===== config.mk =====
export PLATFORM = sky130hd
export DESIGN_NAME = tagged_word_frame_deframer_top
export DESIGN_NICKNAME = d
export VERILOG_FILES = /design/src/rtl/core/twfd_pkg.sv /design/src/rtl/core/twfd_step.sv /design/src/rtl/core/tagged_word_frame_deframer_top.sv
export SDC_FILE = /design/constraint.sdc
export NUM_CORES = 1
export LEC_CHECK = 0
export ABC_AREA = 1
export BUFFER_PORTS_ARGS = -buffer_cell sky130_fd_sc_hd__buf_2
export CAP_MARGIN = 15
export CORE_MARGIN = 3
export CORE_UTILIZATION = 45
export CTS_BUF_LIST = sky130_fd_sc_hd__clkbuf_4 sky130_fd_sc_hd__clkbuf_8 sky130_fd_sc_hd__clkbuf_16
export CTS_CLUSTER_DIAMETER = 60
export CTS_CLUSTER_SIZE = 40
export DETAILED_ROUTE_END_ITERATION = 10
export PLACE_DENSITY = 0.71
export SLEW_MARGIN = 30
export SYNTH_ARGS = -nofsm -noshare
export SYNTH_HDL_FRONTEND = slang
export SYNTH_SLANG_ARGS = --single-unit

===== constraint.sdc =====
create_clock -name clk -period 7.1 [get_ports clk]
set_clock_uncertainty 0.05 [all_clocks]
set_input_delay 1.065 -clock clk [delete_from_list [all_inputs] [get_ports clk]]
set_output_delay 1.065 -clock clk [all_outputs]
set_load 0.05 [all_outputs]

===== src/rtl/core/twfd_pkg.sv =====
// ----------------------------------------------------------------------------
// twfd_pkg
// shared types and constants of the tagged word frame deframer
// ----------------------------------------------------------------------------
package twfd_pkg;

	// configuration port
	localparam int unsigned CFG_IDX_W  = 8;
	localparam int unsigned CFG_DATA_W = 16;

	typedef enum logic [CFG_IDX_W-1:0] {
		CFG_FRAME_START_TAG = 8'd0,
		CFG_HEADER_OVERHEAD = 8'd1
	} cfg_idx_t;

	localparam logic [15:0] RST_FRAME_START_TAG = 16'hC500;
	localparam logic [15:0] RST_HEADER_OVERHEAD = 16'd10;

	// payload words are four bytes
	localparam logic [16:0] WORD_BYTES = 17'd4;

	typedef struct packed {
		logic [15:0] frame_start_tag;
		logic [15:0] header_overhead;
	} cfg_t;

	typedef struct packed {
		logic        message_corrupt;
		logic        resync_seen;
		logic [31:0] frame_id;
		logic        frame_done;
		logic [31:0] payload_data;
		logic [15:0] byte_offset;
		logic        payload_valid;
	} result_t;

endpackage


===== src/rtl/core/twfd_step.sv =====
// ----------------------------------------------------------------------------
// twfd_step
// framing state and per-word decode, one link word per enabled cycle
// ----------------------------------------------------------------------------
module twfd_step (
	input  logic               clk,
	input  logic               arst_n,
	input  logic               en,
	input  logic [31:0]        word,
	input  logic               last,
	input  twfd_pkg::cfg_t     cfg,
	output twfd_pkg::result_t  res
);

	logic        in_frame_q,  in_frame_d;
	logic [31:0] frame_num_q, frame_num_d;
	logic [15:0] byte_cnt_q,  byte_cnt_d;
	logic [17:0] exp_bytes_q, exp_bytes_d;
	logic        reject_q,    reject_d;
	logic        skip_q,      skip_d;
	logic [16:0] next_cnt;

	assign next_cnt = {1'b0, byte_cnt_q} + twfd_pkg::WORD_BYTES;

	always_comb begin
		in_frame_d  = in_frame_q;
		frame_num_d = frame_num_q;
		byte_cnt_d  = byte_cnt_q;
		exp_bytes_d = exp_bytes_q;
		reject_d    = reject_q;
		skip_d      = skip_q;
		res         = '0;
		if (skip_q) begin
			// rest of a message after completion is dropped
			if (last) begin
				skip_d = 1'b0;
			end
		end else if (word[31:16] == cfg.frame_start_tag) begin
			if (byte_cnt_q != 16'd0) begin
				res.resync_seen = 1'b1;
				byte_cnt_d      = 16'd0;
			end
			in_frame_d  = 1'b1;
			reject_d    = 1'b0;
			frame_num_d = 32'd0;
			exp_bytes_d = {2'b00, word[15:0]} - {2'b00, cfg.header_overhead};
		end else if (!reject_q) begin
			if (in_frame_q) begin
				if (frame_num_q != 32'd0) begin
					res.payload_valid = 1'b1;
					res.byte_offset   = byte_cnt_q;
					res.payload_data  = word;
					if ($signed({2'b00, next_cnt}) >= $signed({exp_bytes_q[17], exp_bytes_q})) begin
						res.frame_done = 1'b1;
						res.frame_id   = frame_num_q;
						byte_cnt_d     = 16'd0;
						exp_bytes_d    = 18'd0;
						in_frame_d     = 1'b0;
						skip_d         = !last;
					end else begin
						byte_cnt_d = next_cnt[15:0];
					end
				end else begin
					// zero means the frame number is still to come
					frame_num_d = word;
				end
			end else begin
				reject_d = 1'b1;
			end
		end
		res.message_corrupt = last && !res.frame_done && reject_d &&
			!res.payload_valid && !res.resync_seen;
	end

	always_ff @(posedge clk or negedge arst_n) begin
		if (!arst_n) begin
			in_frame_q  <= 1'b0;
			frame_num_q <= 32'd0;
			byte_cnt_q  <= 16'd0;
			exp_bytes_q <= 18'd0;
			reject_q    <= 1'b0;
			skip_q      <= 1'b0;
		end else if (en) begin
			in_frame_q  <= in_frame_d;
			frame_num_q <= frame_num_d;
			byte_cnt_q  <= byte_cnt_d;
			exp_bytes_q <= exp_bytes_d;
			reject_q    <= reject_d;
			skip_q      <= skip_d;
		end
	end

endmodule


===== src/rtl/core/tagged_word_frame_deframer_top.sv =====
// ----------------------------------------------------------------------------
// tagged_word_frame_deframer_top
// splits tagged 32-bit link words into frame headers, numbers and payload
// ----------------------------------------------------------------------------
// Every accepted link word gives exactly one result transaction, in order.
// The block runs at one word per cycle as long as results are taken: a
// word is registered at the input stage, decoded combinationally against
// the framing state, and held as a result in an output register, from
// which it is offered to the output side; the
// input side keeps taking a word every cycle as long as the output side
// takes results. Configuration writes (start tag, header overhead) are always
// accepted and must only be issued while no word is in flight.
// ----------------------------------------------------------------------------
module tagged_word_frame_deframer_top (
	input  logic        clk,
	input  logic        arst_n,
	// configuration write channel
	input  logic                             cfg_valid,
	output logic                             cfg_ready,
	input  logic [twfd_pkg::CFG_IDX_W-1:0]   cfg_index,
	input  logic [twfd_pkg::CFG_DATA_W-1:0]  cfg_data,
	// link words in
	input  logic        s_tvalid,
	output logic        s_tready,
	input  logic [31:0] s_tdata,   // [31:0] link_word
	input  logic        s_tlast,   // message_end
	// results out
	output logic        m_tvalid,
	input  logic        m_tready,
	output logic [79:0] m_tdata,   // [15:0] byte_offset, [47:16] payload_data,
	                               // [79:48] frame_id
	output logic [3:0]  m_tuser    // [0] payload_valid, [1] frame_done,
	                               // [2] resync_seen, [3] message_corrupt
);

	twfd_pkg::cfg_t    cfg_q;
	twfd_pkg::result_t res;
	twfd_pkg::result_t res_q;

	logic        valid_s1;
	logic [31:0] word_s1;
	logic        last_s1;
	logic        out_valid_q;
	logic        adv;     // input stage hands its word to the output register

	// configuration registers, unknown indexes are dropped
	assign cfg_ready = 1'b1;

	always_ff @(posedge clk or negedge arst_n) begin
		if (!arst_n) begin
			cfg_q.frame_start_tag <= twfd_pkg::RST_FRAME_START_TAG;
			cfg_q.header_overhead <= twfd_pkg::RST_HEADER_OVERHEAD;
		end else if (cfg_valid) begin
			case (cfg_index)
				twfd_pkg::CFG_FRAME_START_TAG: cfg_q.frame_start_tag <= cfg_data;
				twfd_pkg::CFG_HEADER_OVERHEAD: cfg_q.header_overhead <= cfg_data;
				default: ;
			endcase
		end
	end

	// handshake: output register free or draining this cycle
	assign adv      = valid_s1 && (!out_valid_q || m_tready);
	assign s_tready = !valid_s1 || adv;

	// input stage
	always_ff @(posedge clk or negedge arst_n) begin
		if (!arst_n) begin
			valid_s1 <= 1'b0;
		end else if (s_tready) begin
			valid_s1 <= s_tvalid;
		end
	end

	always_ff @(posedge clk) begin
		if (s_tready && s_tvalid) begin
			word_s1 <= s_tdata;
			last_s1 <= s_tlast;
		end
	end

	// decode and framing state, advanced once per word
	twfd_step u_step (
		.clk    (clk),
		.arst_n (arst_n),
		.en     (adv),
		.word   (word_s1),
		.last   (last_s1),
		.cfg    (cfg_q),
		.res    (res)
	);

	// output register
	always_ff @(posedge clk or negedge arst_n) begin
		if (!arst_n) begin
			out_valid_q <= 1'b0;
		end else if (adv) begin
			out_valid_q <= 1'b1;
		end else if (m_tready) begin
			out_valid_q <= 1'b0;
		end
	end

	always_ff @(posedge clk) begin
		if (adv) begin
			res_q <= res;
		end
	end

	assign m_tvalid = out_valid_q;
	assign m_tdata  = {res_q.frame_id, res_q.payload_data, res_q.byte_offset};
	assign m_tuser  = {res_q.message_corrupt, res_q.resync_seen,
		res_q.frame_done, res_q.payload_valid};

	// a completed frame always comes with its last payload word
	a_done_has_payload: assert property (@(posedge clk) disable iff (!arst_n)
		m_tvalid && m_tuser[1] |-> m_tuser[0])
		else $error("frame_done without payload_valid");

	// a resync is a header word: no payload and no corrupt flag with it
	a_resync_alone: assert property (@(posedge clk) disable iff (!arst_n)
		m_tvalid && m_tuser[2] |-> !m_tuser[0] && !m_tuser[3])
		else $error("resync_seen with payload or corrupt");

	// non-payload results carry zero offset, data and id
	a_idle_fields_zero: assert property (@(posedge clk) disable iff (!arst_n)
		m_tvalid && !m_tuser[0] |-> m_tdata == 80'd0)
		else $error("fields set on a non-payload result");

	// a word waiting in the input stage blocks new input until it moves
	a_s1_backpressure: assert property (@(posedge clk) disable iff (!arst_n)
		valid_s1 && out_valid_q && !m_tready |-> !s_tready)
		else $error("input taken while input stage is stalled");

endmodule

; ---- After elaboration in Yosys (flattened, before gate mapping)
; Index checks and enable logic that the tools add are counted.
[totals]
inputBits = 62
latchBits = 0
regBits = 220
mem_count = 0
output_inout_bits = 87
rom_bits = 0
elab_cells = 101
ramBits = 0
[classes]
eq_ne = 5
n_addsub = 2
n_mul = 0
magnitude_cmp = 1
reduce_logical = 29
muxes = 41
shifts = 0
div_mod_pow = 0
n_bitwise = 4
[op_table]
columns = op, count
row1 = 82-bit two-way mux, 4
row2 = 32-bit two-way mux, 4
row3 = 16-bit two-way mux, 6
row4 = 18-bit two-way mux, 5
row5 = 83-bit two-way mux, 1
row6 = 33-bit two-way mux, 1
row7 = 32-bit nonzero test, 1
row8 = 1-bit two-way mux, 20
row9 = 18-bit >= comparator, 1
row10 = 16-bit by 3-bit adder with 17-bit output (second input constant), 1
row11 = 16-bit by 16-bit subtractor with 17-bit output, 1
row12 = 16-bit equality test, 1
row13 = 16-bit nonzero test, 1
row14 = 6-bit AND reduction, 2
row15 = 8-bit by 1-bit equality test with 1-bit output (second input constant), 1
row16 = 8-bit zero test, 1
row17 = 2-bit nonzero test, 4
row18 = 1-bit logical AND, 6
row19 = 1-bit zero test, 6
row20 = 6-bit OR reduction, 1
row21 = 5-bit AND reduction, 1
row22 = 5-bit OR reduction, 1
row23 = 2-bit != test (second input constant), 2
row24 = 1-bit inverter, 4
row25 = 4 further kinds, 6

; ---- Longest topological paths before layout
[logic_depth]
ltp_word = 13
ltp_mapped = 20
depth_no_buf = 19

; ---- Hierarchy
; Synthesis repeated with hierarchy kept, for this count alone.
[hier_totals]
hier_cells = 1070
area_unflattened_um2 = 10099.7
[by_module_without_submodules]
columns = module, instances, area_each_um2, cells_per_inst
row1 = twfd_step, 1, 5141.2, 784
row2 = tagged_word_frame_deframer_top, 1, 4958.5, 286

; ---- Least setup slack after synthesis
; OpenSTA, ideal clock, no wires.
[synth_path]
path_type = input -> register
startpoint = input m_tready
endpoint = register res_q (netlist bit m_tdata[10]) (enable)
n_path_buf = 0
cell_stages = 4
required_ps = 6614
t_arrival_ps = 2923
setup_slack_ps = 3691
path_cell_list = inv_2 nand2_1 nand2_1 inv_1
[synth_between]
elab_chain_cells = 2
[synth_lines]
columns = element, line
row1 = "start, declared", tagged_word_frame_deframer_top.sv:29  ; input logic m_tready,
row2 = 1-bit logical OR, tagged_word_frame_deframer_top.sv:63  ; assign adv = valid_s1 && (!out_valid_q || m_tready);
row3 = 1-bit logical AND, tagged_word_frame_deframer_top.sv:63
row4 = net adv, tagged_word_frame_deframer_top.sv:44  ; logic adv;
row5 = "end signal, assigned", tagged_word_frame_deframer_top.sv:106  ; res_q <= res;
row6 = "end, declared", tagged_word_frame_deframer_top.sv:38  ; twfd_pkg::result_t res_q;
; The timed path passes the listed nets, and every way through them passes these cells.
; A chain may end at the register's enable or synchronous reset.

; ---- Final worst setup path
[layout_path]
startpoint = register u_step.byte_cnt_q[2]
endpoint = register u_step.exp_bytes_q[14]
[layout_between]
elab_chain_cells = 4
[layout_lines]
columns = element, line
row1 = "start, declared", twfd_step.sv:17  ; logic [15:0] byte_cnt_q, byte_cnt_d;
row2 = "start signal, assigned", twfd_step.sv:86  ; byte_cnt_q <= byte_cnt_d;
row3 = 16-bit by 3-bit adder with 17-bit output, twfd_step.sv:23  ; assign next_cnt = {1'b0, byte_cnt_q} + twfd_pkg::WORD_BYTES;
row4 = 18-bit >= comparator, twfd_step.sv:53  ; if ($signed({2'b00, next_cnt}) >= $signed({exp_bytes_q[17], exp_bytes_q})) begin
row5 = 2-bit nonzero test (no line), -
row6 = 6-bit AND reduction (no line), -
row7 = "end signal, assigned", twfd_step.sv:87  ; exp_bytes_q <= exp_bytes_d;
row8 = "end, declared", twfd_step.sv:18  ; logic [17:0] exp_bytes_q, exp_bytes_d;
; No other way between the ends.

==> metrics <==
CP max FO 17; fraction of layout cells with a size suffix above 1 0.212; Rows 53; sequential-to-total area share from yosys stat 0.595; CP Launch Type register; Tot Pwr approximately 0.0029 W; clk_lat worst skew 0.50 ns; Worst Hold Class input pin to asynchronous set/reset pin; Worst VDD drop 0.000150 V; Nets approximately 1300; CTS H-tree depth 1; RSZ-0062 raised after global routing no; CTS root buffer clkbuf_16; Final Hold Fails 0; Initial DRT Pass Iterations 5; number of global-route vias before repair around 6900; Max Root-Sink Buffers 3; leak pwr roughly 5.3 nW; largest net degree at the start of global routing between 70 and 80; Die ar. approximately 24000 um2; antenna viol nets, final 0; Compound-Gate Fraction of Synth Area 0.0717; setup TNS 0 ns; # resized after CTS 0; Setup CP Type register to register; Clock transition at path regs 0.08 ns; TritonCTS clock tree yes; crit end category register; Max-Cap Viols 0; largest family of logic cells by synthesized area simple AND/OR/NAND/NOR gates; status finished clean; HPWL Detailed ~17 mm; mean post-synth cell area 9.63 um2; Mapped Cells roughly 1000; Layout area overhead 15.6%; Yosys reg bits 215; GRT Total Usage 0.181; TritonCTS Buffers 18; TritonCTS sink count roughly 220; Max Clk Rate approximately 0.29 GHz; Rel. slew slack 0.402; Placeable Area 21500 um2; die width roughly 160 um; Synth Area in XOR/XNOR 0.0175; synth warn 0; DRC viols 0; postcts setup bufs 0; Placed Instances roughly 1400; Synth Area in Adders 0.0419; post-route setup slack 3.70 ns; WHS about 0.42 ns; wire per inst around 15 um; pin slew with the least headroom to its limit 0.894 ns; Final min period approximately 3.4 ns; Synth top area share 0.344; Initial DRC Count about 580; Post-Place Setup Slack roughly 3.8 ns; Netlist Area Pre-Place approximately 10000 um2; port buffer count between 100 and 150; WL final 22.2 mm; pwr/cell area about 250 nW/um2; Worst Path Required between 7 and 8 ns; total gr overflow 0; CTS Hold Bufs 0; simple-gate share of the synthesized area 0.192; gpl congestion between 0.8 and 0.9; Slew Viols, Final 0; largest area contributor in the netlist edfxtp_1; Synth area leaders edfxtp_1, dfrtp_1, nand2_1; n_diodes 0; first-pass GRT wire length between 30 and 40 mm; mux cell area share after synthesis 0; Data arrival, critical path 3.78 ns; Die Y ~160 um; I/O pin count ~150; Via density between 4 and 5; Setup violations, final 0; initial antenna violation count 0; Initial Utilization 0.467; via count between 7000 and 8000; Non-Filler Instances approximately 1500; fin crit share 0.479; Synth cell types 37
[kinds of logic after synthesis]
kind of cell               after synthesis
AOI/OAI and AO/OA                      115
xor gates and xnor gates                20
adders and majority gates               33
buffers and inverters                  193
DFF                                    215
other                                    2
and+or+nand+nor                        463
[final timing paths]
kind,cells after the start,slack (ns),from,endpoint
worst min register to register,2,0.42,u_step.exp_bytes_q[9],u_step.exp_bytes_q[9]
min in group clk,2,0.42,u_step.exp_bytes_q[9],u_step.exp_bytes_q[9]
worst max register to register,18,3.70,u_step.byte_cnt_q[2],u_step.exp_bytes_q[14]
max in group asynchronous,2,5.57,arst_n,u_step.byte_cnt_q[4]
worst min-delay path,1,0.42,arst_n,cfg_q[25]
worst max-delay path,18,3.70,u_step.byte_cnt_q[2],u_step.exp_bytes_q[14]
[cell usage in the layout, fill, tap and decap left out, types with 2 or more instances in the layout]
cell type	count
ha_1	32
clkinv_4	2
clkbuf_16	19
nor3_1	6
o21ai_0	14
nand4_1	13
o211ai_1	2
xor2_1	20
o21a_1	2
nand2_4	4
inv_8	2
inv_12	3
buf_4	3
o21ai_1	40
nor2_2	4
o21ai_2	30
edfxtp_1	115
nand3b_1	5
dfrtp_1	94
dfstp_2	6
inv_1	149
nand2_1	245
nand2_2	4
a21oi_1	22
or2_2	6
buf_2	144
conb_1	3
o21bai_1	2
inv_2	17
inv_16	3
nor2_1	132
nand3_1	40
[cell usage after synthesis (all sizes together)]
master and instances:
a211oi 1, a21o 1, a21oi 23, buf 21, clkbuf 6, conb 2, dfrtp 94, dfstp 6
edfxtp 115, fa 1, ha 32, inv 166, nand2 253, nand3 40, nand3b 5, nand4 13
nor2 136, nor3 7, nor4 1, o211ai 2, o21a 2, o21ai 84, o21bai 2, or2 7
or4 1, xor2 20
[per-stage QoR]
step,util,instance area (um2)
floorplan,-,10000
global placement,0.509,10900
detailed placement,0.509,10900
CTS,0.539,11600
global route,0.539,11600
finish,0.539,11600
[worst max-delay path, cell delays in order, from the launching register on]
cell and delay [ns]:
dfrtp_1 0.41, ha_1 0.21, nand2_1 0.06, nor2_1 0.21
nand2_1 0.16, nor2_1 0.17, nand3_1 0.11, xor2_1 0.19
inv_1 0.06, ha_1 0.26, nand2_1 0.05, inv_1 0.05
nand3_1 0.07, o211ai_1 0.08, nor2_1 0.16, nand3_1 0.42
nand2_2 0.44, nand2_1 0.10, nand2_1 0.07
[sequential cells by signal, summed over array words and instances (netlist names)]
name / count
m_tdata: 78
m_tvalid: 1
word_s1: 32
u_step.reject_q: 1
u_step.exp_bytes_q: 17
valid_s1: 1
u_step.byte_cnt_q: 14
m_tuser: 4
last_s1: 1
u_step.in_frame_q: 1
u_step.skip_q: 1
u_step.frame_num_q: 32
cfg_q: 32
[metal layers]
layer,vias to the layer above,GRT usage,wire [um]
met5,-,0,0
met4,0,0.0484,482
met3,41,0.0234,1200
met2,211,0.282,9900
met1,3385,0.272,10600
li1,3619,-,-
[power breakdown]
part | switching (W) | internal (W) | leakage (nW) | total, W
clock | 0.000529 | 0.000542 | 0.319 | 0.00107
sequential | 0.0000344 | 0.00141 | 2.50 | 0.00144
combinational | 0.000335 | 0.0000881 | 2.53 | 0.000423
[cell type report]
cell class | instances | area, um2
clock buffer | 20 | 483
clock inverter | 12 | 163
fill | 1928 | 9900
inverter | 166 | 623
multi-input combinational | 634 | 3260
sequential | 215 | 5960
tap | 275 | 344
timing repair buffer | 148 | 754
Note: power is estimated with default switching activity, not from simulation.
